==> config.mk <==
export PLATFORM = sky130hd
export DESIGN_NAME = keyed_record_table_core
export DESIGN_NICKNAME = d
export VERILOG_FILES = /design/src/design/krt_pkg.sv /design/src/design/krt_ctrl.sv /design/src/design/krt_dpath.sv /design/src/design/keyed_record_table_core.sv
export SDC_FILE = /design/constraint.sdc
export NUM_CORES = 1
export LEC_CHECK = 0
export BUFFER_PORTS_ARGS = -buffer_cell sky130_fd_sc_hd__buf_2
export CAP_MARGIN = 30
export CORE_UTILIZATION = 60
export CTS_CLUSTER_SIZE = 20
export DETAILED_ROUTE_END_ITERATION = 10
export PLACE_DENSITY = 0.78
export SETUP_SLACK_MARGIN = 0.02
export SYNTH_ARGS = -nofsm -noshare
export SYNTH_HDL_FRONTEND = slang
export SYNTH_HIERARCHICAL = 1
export SYNTH_MEMORY_MAX_BITS = 65536
export SYNTH_SLANG_ARGS = --single-unit
==> constraint.sdc <==
create_clock -name clk -period 7 [get_ports clk]
set_clock_uncertainty 0.15 [all_clocks]
set_input_delay 0 -clock clk [delete_from_list [all_inputs] [get_ports clk]]
set_output_delay 0 -clock clk [all_outputs]
set_load 0.05 [all_outputs]
==> src/design/krt_pkg.sv <==
// Shared types and codes for the keyed record table.
// No dependencies; imported by krt_ctrl, krt_dpath, keyed_record_table_core and tb_top.
package krt_pkg;

  localparam int CMD_W   = 3;
  localparam int KEY_W   = 16;
  localparam int PRICE_W = 32;
  localparam int QTY_W   = 20;
  localparam int STAT_W  = 3;
  localparam int COUNT_W = 7;

  // command codes
  localparam logic [CMD_W-1:0] CMD_ADD       = 3'd0;
  localparam logic [CMD_W-1:0] CMD_SET_PRICE = 3'd1;
  localparam logic [CMD_W-1:0] CMD_SET_QTY   = 3'd2;
  localparam logic [CMD_W-1:0] CMD_SET_BOTH  = 3'd3;
  localparam logic [CMD_W-1:0] CMD_DELETE    = 3'd4;

  // result status codes
  localparam logic [STAT_W-1:0] STAT_ADDED     = 3'd0;
  localparam logic [STAT_W-1:0] STAT_OVERWRITE = 3'd1;
  localparam logic [STAT_W-1:0] STAT_FULL      = 3'd2;
  localparam logic [STAT_W-1:0] STAT_UPDATED   = 3'd3;
  localparam logic [STAT_W-1:0] STAT_DELETED   = 3'd4;
  localparam logic [STAT_W-1:0] STAT_NOT_FOUND = 3'd5;

  typedef struct packed {
    logic [KEY_W-1:0]   key;
    logic [PRICE_W-1:0] price;
    logic [QTY_W-1:0]   qty;
  } krt_rec_t;

  typedef enum logic [2:0] {
    S_IDLE,
    S_SCAN,
    S_EXEC,
    S_SHIFT,
    S_RESP
  } krt_state_t;

  // controller -> datapath
  typedef struct packed {
    logic load;
    logic scan_en;
    logic shift_start;
    logic shift_en;
    logic wr_update;
    logic wr_append;
    logic cnt_inc;
    logic cnt_dec;
  } krt_ctl_t;

  // datapath -> controller
  typedef struct packed {
    logic [CMD_W-1:0] cmd;
    logic             found;
    logic             full;
    logic             scan_done;
    logic             shift_done;
  } krt_sts_t;

endpackage

==> src/design/krt_ctrl.sv <==
// Controller state machine for the keyed record table.
// Depends on krt_pkg; drives krt_dpath through krt_ctl_t.
module krt_ctrl (
  input  logic                        clk,
  input  logic                        rst,
  input  logic                        start,
  input  krt_pkg::krt_sts_t           sts,
  output krt_pkg::krt_ctl_t           ctl,
  output logic                        busy,
  output logic                        done,
  output logic [krt_pkg::STAT_W-1:0]  status
);
  import krt_pkg::*;

  krt_state_t        state, state_next;
  logic [STAT_W-1:0] status_q, status_next;

  always_ff @(posedge clk) begin
    if (rst) begin
      state    <= S_IDLE;
      status_q <= STAT_NOT_FOUND;
    end else begin
      state    <= state_next;
      status_q <= status_next;
    end
  end

  always_comb begin
    state_next  = state;
    status_next = status_q;
    ctl         = '0;
    unique case (state)
      S_IDLE: begin
        if (start) begin
          ctl.load   = 1'b1;
          state_next = S_SCAN;
        end
      end
      S_SCAN: begin
        ctl.scan_en = 1'b1;
        if (sts.scan_done) state_next = S_EXEC;
      end
      S_EXEC: begin
        state_next  = S_RESP;
        status_next = STAT_NOT_FOUND;
        unique case (sts.cmd)
          CMD_ADD: begin
            if (sts.found) begin
              ctl.wr_update = 1'b1;
              status_next   = STAT_OVERWRITE;
            end else if (sts.full) begin
              status_next = STAT_FULL;
            end else begin
              ctl.wr_append = 1'b1;
              ctl.cnt_inc   = 1'b1;
              status_next   = STAT_ADDED;
            end
          end
          CMD_SET_PRICE, CMD_SET_QTY, CMD_SET_BOTH: begin
            if (sts.found) begin
              ctl.wr_update = 1'b1;
              status_next   = STAT_UPDATED;
            end
          end
          CMD_DELETE: begin
            if (sts.found) begin
              ctl.shift_start = 1'b1;
              state_next      = S_SHIFT;
            end
          end
          default: status_next = STAT_NOT_FOUND;
        endcase
      end
      S_SHIFT: begin
        ctl.shift_en = 1'b1;
        if (sts.shift_done) begin
          ctl.cnt_dec = 1'b1;
          status_next = STAT_DELETED;
          state_next  = S_RESP;
        end
      end
      S_RESP: begin
        state_next = S_IDLE;
      end
      default: state_next = S_IDLE;
    endcase
  end

  assign busy   = (state != S_IDLE);
  assign done   = (state == S_RESP);
  assign status = status_q;

  a_done_single: assert property (@(posedge clk) disable iff (rst)
    done |=> !done) else $error("result strobe held longer than one cycle");
  a_start_busy: assert property (@(posedge clk) disable iff (rst)
    (start && !busy) |=> busy) else $error("accepted transaction did not raise busy");
  a_done_not_idle: assert property (@(posedge clk) disable iff (rst)
    done |-> $past(busy)) else $error("result without a transaction in flight");

endmodule

==> src/design/krt_dpath.sv <==
// Datapath for the keyed record table: record memory, scan/shift pointer, count.
// Depends on krt_pkg; controlled by krt_ctrl.
module krt_dpath #(
  parameter int CAPACITY = 64
) (
  input  logic                         clk,
  input  logic                         rst,
  input  krt_pkg::krt_ctl_t            ctl,
  input  logic [krt_pkg::CMD_W-1:0]    cmd,
  input  logic [krt_pkg::KEY_W-1:0]    key,
  input  logic [krt_pkg::PRICE_W-1:0]  price,
  input  logic [krt_pkg::QTY_W-1:0]    quantity,
  output krt_pkg::krt_sts_t            sts,
  output logic [krt_pkg::COUNT_W-1:0]  count
);
  import krt_pkg::*;

  localparam int CNT_W = $clog2(CAPACITY + 1);
  localparam int IDX_W = (CAPACITY > 1) ? $clog2(CAPACITY) : 1;

  krt_rec_t mem [CAPACITY];

  // latched request
  logic [CMD_W-1:0]   req_cmd;
  krt_rec_t           req;

  logic [CNT_W-1:0]   cnt;
  logic [CNT_W-1:0]   ptr;      // next address to read
  logic [CNT_W-1:0]   rd_ptr;   // address of the data in rd_data
  logic               rd_valid;
  krt_rec_t           rd_data;
  logic               found;
  logic [CNT_W-1:0]   pos;
  krt_rec_t           hit_rec;

  logic               issue;
  logic               match;
  logic               sh_wr;
  logic               wr_en;
  logic [IDX_W-1:0]   wr_addr;
  logic [CNT_W-1:0]   sh_dst;
  krt_rec_t           wr_data;
  krt_rec_t           upd_rec;

  assign issue = ((ctl.scan_en && !found) || ctl.shift_en) && (ptr < cnt);
  assign match = ctl.scan_en && rd_valid && !found && (rd_data.key == req.key);
  assign sh_wr = ctl.shift_en && rd_valid;
  assign sh_dst = rd_ptr - CNT_W'(1);

  // merge for overwrite / set commands
  always_comb begin
    upd_rec = hit_rec;
    if (req_cmd == CMD_SET_PRICE || req_cmd == CMD_SET_BOTH) upd_rec.price = req.price;
    if (req_cmd != CMD_SET_PRICE) upd_rec.qty = req.qty;
  end

  always_comb begin
    wr_en   = ctl.wr_update || ctl.wr_append || sh_wr;
    wr_addr = pos[IDX_W-1:0];
    wr_data = upd_rec;
    priority if (ctl.wr_append) begin
      wr_addr = cnt[IDX_W-1:0];
      wr_data = req;
    end else if (sh_wr) begin
      wr_addr = sh_dst[IDX_W-1:0];
      wr_data = rd_data;
    end else begin
      wr_addr = pos[IDX_W-1:0];
      wr_data = upd_rec;
    end
  end

  always_ff @(posedge clk) begin
    if (wr_en) mem[wr_addr] <= wr_data;
    if (issue) rd_data <= mem[ptr[IDX_W-1:0]];
  end

  always_ff @(posedge clk) begin
    if (ctl.load) begin
      req_cmd   <= cmd;
      req.key   <= key;
      req.price <= price;
      req.qty   <= quantity;
    end
    if (match) begin
      pos     <= rd_ptr;
      hit_rec <= rd_data;
    end
    if (issue) rd_ptr <= ptr;
  end

  always_ff @(posedge clk) begin
    if (rst) begin
      cnt      <= '0;
      ptr      <= '0;
      rd_valid <= 1'b0;
      found    <= 1'b0;
    end else begin
      rd_valid <= issue;
      if (ctl.load) begin
        ptr   <= '0;
        found <= 1'b0;
      end else if (ctl.shift_start) begin
        ptr <= pos + CNT_W'(1);
      end else if (issue) begin
        ptr <= ptr + CNT_W'(1);
      end
      if (match) found <= 1'b1;
      if (ctl.cnt_inc) cnt <= cnt + CNT_W'(1);
      else if (ctl.cnt_dec) cnt <= cnt - CNT_W'(1);
    end
  end

  assign sts.cmd        = req_cmd;
  assign sts.found      = found;
  assign sts.full       = (cnt >= CNT_W'(CAPACITY));
  assign sts.scan_done  = found || ((ptr >= cnt) && !rd_valid);
  assign sts.shift_done = (ptr >= cnt) && !rd_valid;
  assign count          = COUNT_W'(cnt);

  a_cnt_bound: assert property (@(posedge clk) disable iff (rst)
    cnt <= CNT_W'(CAPACITY)) else $error("record count above capacity");
  a_append_miss: assert property (@(posedge clk) disable iff (rst)
    ctl.cnt_inc |-> (!found && !sts.full)) else $error("append on hit or full table");
  a_delete_hit: assert property (@(posedge clk) disable iff (rst)
    ctl.cnt_dec |-> (found && cnt != '0)) else $error("delete without a matched record");
  a_shift_dst: assert property (@(posedge clk) disable iff (rst)
    sh_wr |-> (sh_dst >= pos && sh_dst < cnt)) else $error("shift write out of range");

endmodule

==> src/design/keyed_record_table_core.sv <==
// Top level of the keyed record table: controller plus datapath; needs krt_pkg.
// A transaction searches the records with one read per search step; a delete
// searches to the hit, then closes the gap. One transaction at a time, next
// accept in the cycle after done. Reset (rst, sync): count zero, idle;
// memory not cleared. done strobes one cycle; the receiver cannot stall.
module keyed_record_table_core #(
  parameter int CAPACITY = 64
) (
  input  logic                         clk,
  input  logic                         rst,
  input  logic                         start,
  output logic                         busy,
  input  logic [krt_pkg::CMD_W-1:0]    cmd,
  input  logic [krt_pkg::KEY_W-1:0]    key,
  input  logic [krt_pkg::PRICE_W-1:0]  price,
  input  logic [krt_pkg::QTY_W-1:0]    quantity,
  output logic                         done,
  output logic [krt_pkg::STAT_W-1:0]   status,
  output logic [krt_pkg::COUNT_W-1:0]  count
);
  import krt_pkg::*;

  // command / status bundles between the controller and the datapath
  krt_ctl_t ctl;
  krt_sts_t sts;

  // Controller: IDLE -> SCAN (search) -> EXEC (decide, write) ->
  // optional SHIFT (delete gap close) -> RESP (one-cycle result strobe).
  krt_ctrl u_ctrl (
    .clk    (clk),
    .rst    (rst),
    .start  (start),
    .sts    (sts),
    .ctl    (ctl),
    .busy   (busy),
    .done   (done),
    .status (status)
  );

  // Datapath: single-port-write / single-read record memory with a
  // registered read, shared scan/shift pointer and the record count.
  krt_dpath #(
    .CAPACITY (CAPACITY)
  ) u_dpath (
    .clk      (clk),
    .rst      (rst),
    .ctl      (ctl),
    .cmd      (cmd),
    .key      (key),
    .price    (price),
    .quantity (quantity),
    .sts      (sts),
    .count    (count)
  );

endmodule

* Word-level counts from Yosys, hierarchy flattened
Memories as Yosys holds them, arrays and structs flattened. A register that Yosys moved wholly into a read port is not among the register bits.
Index checks and enable logic that the tools add are counted.
** Operators by class
- $add $sub $neg :: 5
- $mul :: 0
- Div/mod/pow operators :: 0
- Magnitude comparators :: 3
- Equal/unequal tests :: 13
- Shift-type cells :: 0
- Muxes and demuxes :: 39
- Bitwise logic cells :: 0
- Reductions and logical operators :: 26
** Operators by type and width (count)
- 68-bit 2-to-1 mux :: 2
- 32-bit 2-to-1 mux :: 1
- 7-bit 2-to-1 mux :: 4
- 3-bit 2-to-1 mux :: 8
- 7-bit by 1-bit adder with 7-bit output, second input constant :: 3
- 20-bit 2-to-1 mux :: 1
- 16-bit equality test :: 1
- 1-bit 2-to-1 mux :: 14
- 3-bit by 2-bit equality test with 1-bit output, second input constant :: 4
- 6-bit 2-to-1 mux :: 2
- 3-bit one-hot mux with 2 select lines :: 2
- 3-bit one-hot mux with 4 select lines :: 1
- 2-bit 2-to-1 mux :: 4
- 2-bit nonzero test :: 4
- 7-bit greater-or-equal comparator :: 1
- 7-bit greater-or-equal comparator, second input constant :: 1
- 1-bit logical AND :: 7
- 7-bit less-than comparator :: 1
- 7-bit by 1-bit subtractor with 7-bit output, second input constant :: 1
- 3-bit by 1-bit equality test with 1-bit output, second input constant :: 2
- 3-bit equality test, second input constant :: 2
- 3-bit logical NOT :: 2
- 2-bit != test, second input constant :: 3
- 6-bit by 1-bit subtractor with 6-bit output, second input constant :: 1
- other kinds (9) :: 14
** Storage, ports and cells
- Register bits :: 175
- Latch bits :: 0
- Bits in writable memories :: 4352
- Bits in read-only memories :: 0
- Bits of input ports :: 74
- Memories :: 1
** Memory list
- u_dpath.mem :: words 64, bits a word 68, rd ports 1, clocked after Yosys merged registers in 1, wr ports 1, line krt_dpath.sv:21 : krt_rec_t mem [CAPACITY];

* Depth between registers and ports, before layout
- Depth in word-level cells :: 9
- Mapped depth :: 19
- Mapped depth without buffers :: 12

* Modules after synthesis
Netlist, hierarchy kept.
** Modules (own cells, without submodules)
- krt_dpath :: times used 1, cells each 2168, area each 43321.5 um^2
- krt_ctrl :: times used 1, cells each 47, area each 392.9 um^2

* Least setup slack after synthesis
Ideal clock, no wire load.
- Path type :: reg-to-reg
- From :: reg u_ctrl.state[2]
- To :: mem u_dpath/mem[0][57] (netlist name) (data pin)
- Data arrival time :: 4488 ps
- Required time :: 6148 ps
- Setup slack :: 1660 ps
- Stages on the path, launching flop included :: 8
- Buffers on the path :: 2
- Clock period less this slack :: 5340 ps
- Path through :: dfxtp_1 > and2b_1 > and2_1 > nand2_1 > clkbuf_1 > buf_1 > mux2i_1 > o21ai_0
** RTL lines
- from (decl) :: line krt_ctrl.sv:15 : krt_state_t state, state_next;
- from (signal assigned) :: line krt_ctrl.sv:23 : state <= state_next;
- to (decl) :: line krt_dpath.sv:21

* Final worst setup path
- From :: reg u_dpath.req_cmd[1]
- To :: mem u_dpath/mem[24][52] (netlist name), enable pin
** Between the ends
- Cells in the longest elaborated chain, start to end :: 8
- Elaborated cells between the ends (all ways) :: 13
** RTL lines
- from (decl) :: line krt_dpath.sv:24 : logic [CMD_W-1:0] req_cmd;
- from (signal assigned) :: line krt_dpath.sv:80 : req_cmd <= cmd;
- 3-bit by 1-bit equality test with 1-bit output (tied with other cells) :: line krt_ctrl.sv:46 : unique case (sts.cmd)
- 4-bit OR reduction (no line)
- 1-bit 2-to-1 mux
- 3-bit 2-to-1 mux * :: line krt_ctrl.sv:32 : unique case (state)
- 1-bit logical OR (2 in series) :: line krt_dpath.sv:58 : wr_en = ctl.wr_update || ctl.wr_append || sh_wr;
- 1-bit 2-to-1 mux :: line krt_dpath.sv:74 : if (wr_en) mem[wr_addr] <= wr_data;
- 1-bit 2-to-1 mux (implied by the code) :: line krt_dpath.sv:74
Mark *: on every way between the ends. The rest lies on a longest branch, timed or not.

==> run metrics <==
Iter 0 DRT Violations=3,115; Clock Tree Root=clkbuf_16; Die X=272 um; Yosys reg bits=1,111; relative slew slack=28.2%; Overall Power=15.0 mW; Area growth, synth to finish=13.8%; initial core utilization=60.9%; Final ANT Viol Nets=0; max-slew violations=0; HPWL Detailed=59.8 mm; Placer Congestion=0.940; Setup CP Type=register to register; die footprint=0.0739 mm2; Worst-Skew Late Latency=0.68 ns; post-synthesis async set-or-reset flop share=0%; WL final=105 mm; Max Fclk=228 MHz; initial antenna violation count=2; FP Rows=98; hold-critical path depth=3; Worst setup EP type=register; Final Hold Violating Endpoints=0; Core Area=0.0717 mm2; WP data required=7.21 ns; Final Setup Violations=0; min-delay src=rst; hold crit path type=primary input to register; Slowest Stage Delay on Critical Path=0.72 ns; Peak VDD IR=0.266 mV; Power per Cell Area=302 mW/mm2; Commonest cells post-synth=edfxtp_1, mux4_2, mux2i_1; Final period util=62.6%; number of setup buffers added after CTS=0; most frequent cell after synthesis=edfxtp_1; Slowest-stage cell, CP=nor2_1; Worst R2R Path Depth=9; layout cells sized above 1=22.5%; Mean Syn Cell Area=19.7 um2; hold endpoint=u_dpath/count[0]; status=finished clean; fin cells=3,425; FF-to-FF End=u_dpath/mem[24][52]; Synth Cell Area=0.0437 mm2; worst slew pin tran=1.07 ns; placed cells=3,187; Setup TNS=0 ns; total grt overflow=0; via count=22,960; Synth cell types=67; PortBufs=33; Clock Pin Slew Worst Setup and Hold Paths=0.06 ns; final core utilization=69.3%; Cells after Synth=2,215; clock sinks=1,111; # IOs=86; Post-synth top flop=edfxtp_1; Ys Warns=6; Leak=15.6 nW; register area share after synthesis=75.8%; largest cells by area after synthesis=edfxtp_1, mux4_2, mux2i_1, dfxtp_1, nor2_1; Syn Nets=2,304; Max-cap violations=0; largest net degree at the start of global routing=107; Num CTS Buffers=107; number of global-route vias before repair=23,169; CP arrival=4.60 ns; Critical Path Source Type=register; Antenna diodes=0; Worst Path Max Fanout=26; area leader, netlist=edfxtp_1; DRT Pass-1 Iters=6; total track usage=28.9%; CP Cell Sequence=nor2_1 -> nand2_1 -> nor3b_2 -> buf_4 -> o21ai_0 -> nor2b_1 -> nand2_1 -> nor2_1 -> buf_4; wire length per cell=30.8 um; drt drc=0; RSZ-0062 raised after global routing=no; Reg2Reg Launch Point=u_dpath/req_cmd[1]; Die H=272 um; flop2flop setup slack=2.62 ns; Via density=6.70; worst-case clock buffer depth=3; Nets=2,476; CTS tree=done; H-tree levels=3; top cell type's share of synthesized area=74.8%; minimum clock period=4.38 ns; first-pass GRT wire length=153 mm; EDFF count, synth=1,089
## critical path, delay by kind of cell, from the launching register on
kind,cells,cell delay [ns]
buffers and inverters,2,0.83
DFF,1,0.42
and+or+nand+nor,6,2.33
AOI/OAI and AO/OA,1,0.34
## report_power, final
part | internal (mW) | total (mW) | switching, mW
Clock | 3.60 | 6.07 | 2.47
Combinational | 0.554 | 1.37 | 0.821
Sequential | 7.44 | 7.59 | 0.146
## state kept, by name, indices dropped and copies added, names as in the netlist, 3 cells and up
signal	cells
u_dpath/rd_ptr	7
u_dpath/req_cmd	3
u_dpath/req	16
u_dpath/pos	7
u_dpath/mem	1024
u_dpath/count	7
u_ctrl/state	3
u_ctrl/status	3
u_dpath/rd_data	16
u_dpath/hit_rec	16
u_dpath/ptr	7
## what timing repair did
item                                   4_1_cts  5_1_grt
gates resized for setup                      0        0
endpoints found under the hold margin       60        0
hold buffers                                41        0
## layer usage
metal / up-vias / part of all wire (%) / GRT usage, %
li1: 9447 / - / -
met1: 11842 / 37 / 39.6
met2: 1437 / 49 / 47.0
met3: 234 / 10 / 5.70
met4: 0 / 3.8 / 10.2
met5: - / 0 / 0
## worst max path at each step
stage                       start                  end  slack, ns  cells after the start
6_report       u_dpath/req_cmd[1]  u_dpath/mem[24][52]       2.62                      9
5_1_grt        u_dpath/req_cmd[1]  u_dpath/mem[24][52]       2.41                      9
4_1_cts        u_dpath/req_cmd[1]  u_dpath/mem[24][67]       2.75                      9
3_5_place_dp   u_dpath/req_cmd[1]  u_dpath/mem[24][60]       2.80                      9
3_3_place_gp   u_dpath/req_cmd[1]  u_dpath/mem[36][66]       2.81                      8
2_1_floorplan     u_ctrl/state[2]   u_dpath/mem[0][57]       1.66                      7
## logic make-up after synthesis
logic type	count (synthesis)	synth area share [%]
multiplexers	353	14.2
adder cells (fa/ha/maj)	15	0.447
buffers and inverters	145	1.43
AO/OA/AOI/OAI	247	4.01
XOR/XNOR	33	0.661
AND/OR/NAND/NOR	311	3.46
flip-flops	1111	75.8
## cell type report
cell class / instances / area [um2]
fillers: 4225 / 22000
repair buffers: 179 / 1430
inverters: 29 / 109
clock inverters: 66 / 947
clock buffers: 131 / 2770
well taps: 950 / 1190
multi-input cells: 959 / 10100
flip-flops and latches: 1111 / 33200
## cell usage in the layout, fill, tap and decap left out, types with 7 or more instances in the layout
| cell | instances |
|---|---|
| o211a_1 | 7 |
| a22oi_1 | 12 |
| o21ai_4 | 16 |
| o21ai_0 | 27 |
| nor3_1 | 17 |
| a21oi_1 | 41 |
| bufinv_16 | 21 |
| nand2b_1 | 9 |
| edfxtp_1 | 1089 |
| o22ai_1 | 15 |
| mux2_2 | 13 |
| mux4_2 | 212 |
| xor2_1 | 14 |
| nand2_1 | 81 |
| nand3b_1 | 7 |
| mux2i_1 | 128 |
| a22o_1 | 19 |
| clkinv_1 | 17 |
| a221oi_1 | 23 |
| nor3b_1 | 9 |
| clkbuf_16 | 107 |
| o221ai_1 | 17 |
| nand3_1 | 17 |
| buf_2 | 33 |
| clkbuf_1 | 24 |
| buf_4 | 100 |
| o211ai_1 | 7 |
| ha_1 | 14 |
| a211oi_1 | 21 |
| nor2b_1 | 25 |
| xnor2_1 | 19 |
| clkinv_2 | 12 |
| nand4_1 | 9 |
| a311oi_1 | 8 |
| dfxtp_1 | 18 |
| dlygate4sd3_1 | 41 |
| inv_1 | 26 |
| nor2_1 | 96 |
## per-stage QoR
stage / area (um2) / hold slack, ns / worst slack (ns)
floorplan: 43700 / -0.0809 / 1.66
global placement: 45600 / 0.0297 / 2.81
finish: 49700 / 0.141 / 2.62
global route: 49700 / 0.151 / 2.41
CTS: 49700 / 0.120 / 2.75
detailed placement: 45600 / 0.0298 / 2.80
Power figures use the tool's default switching activity.
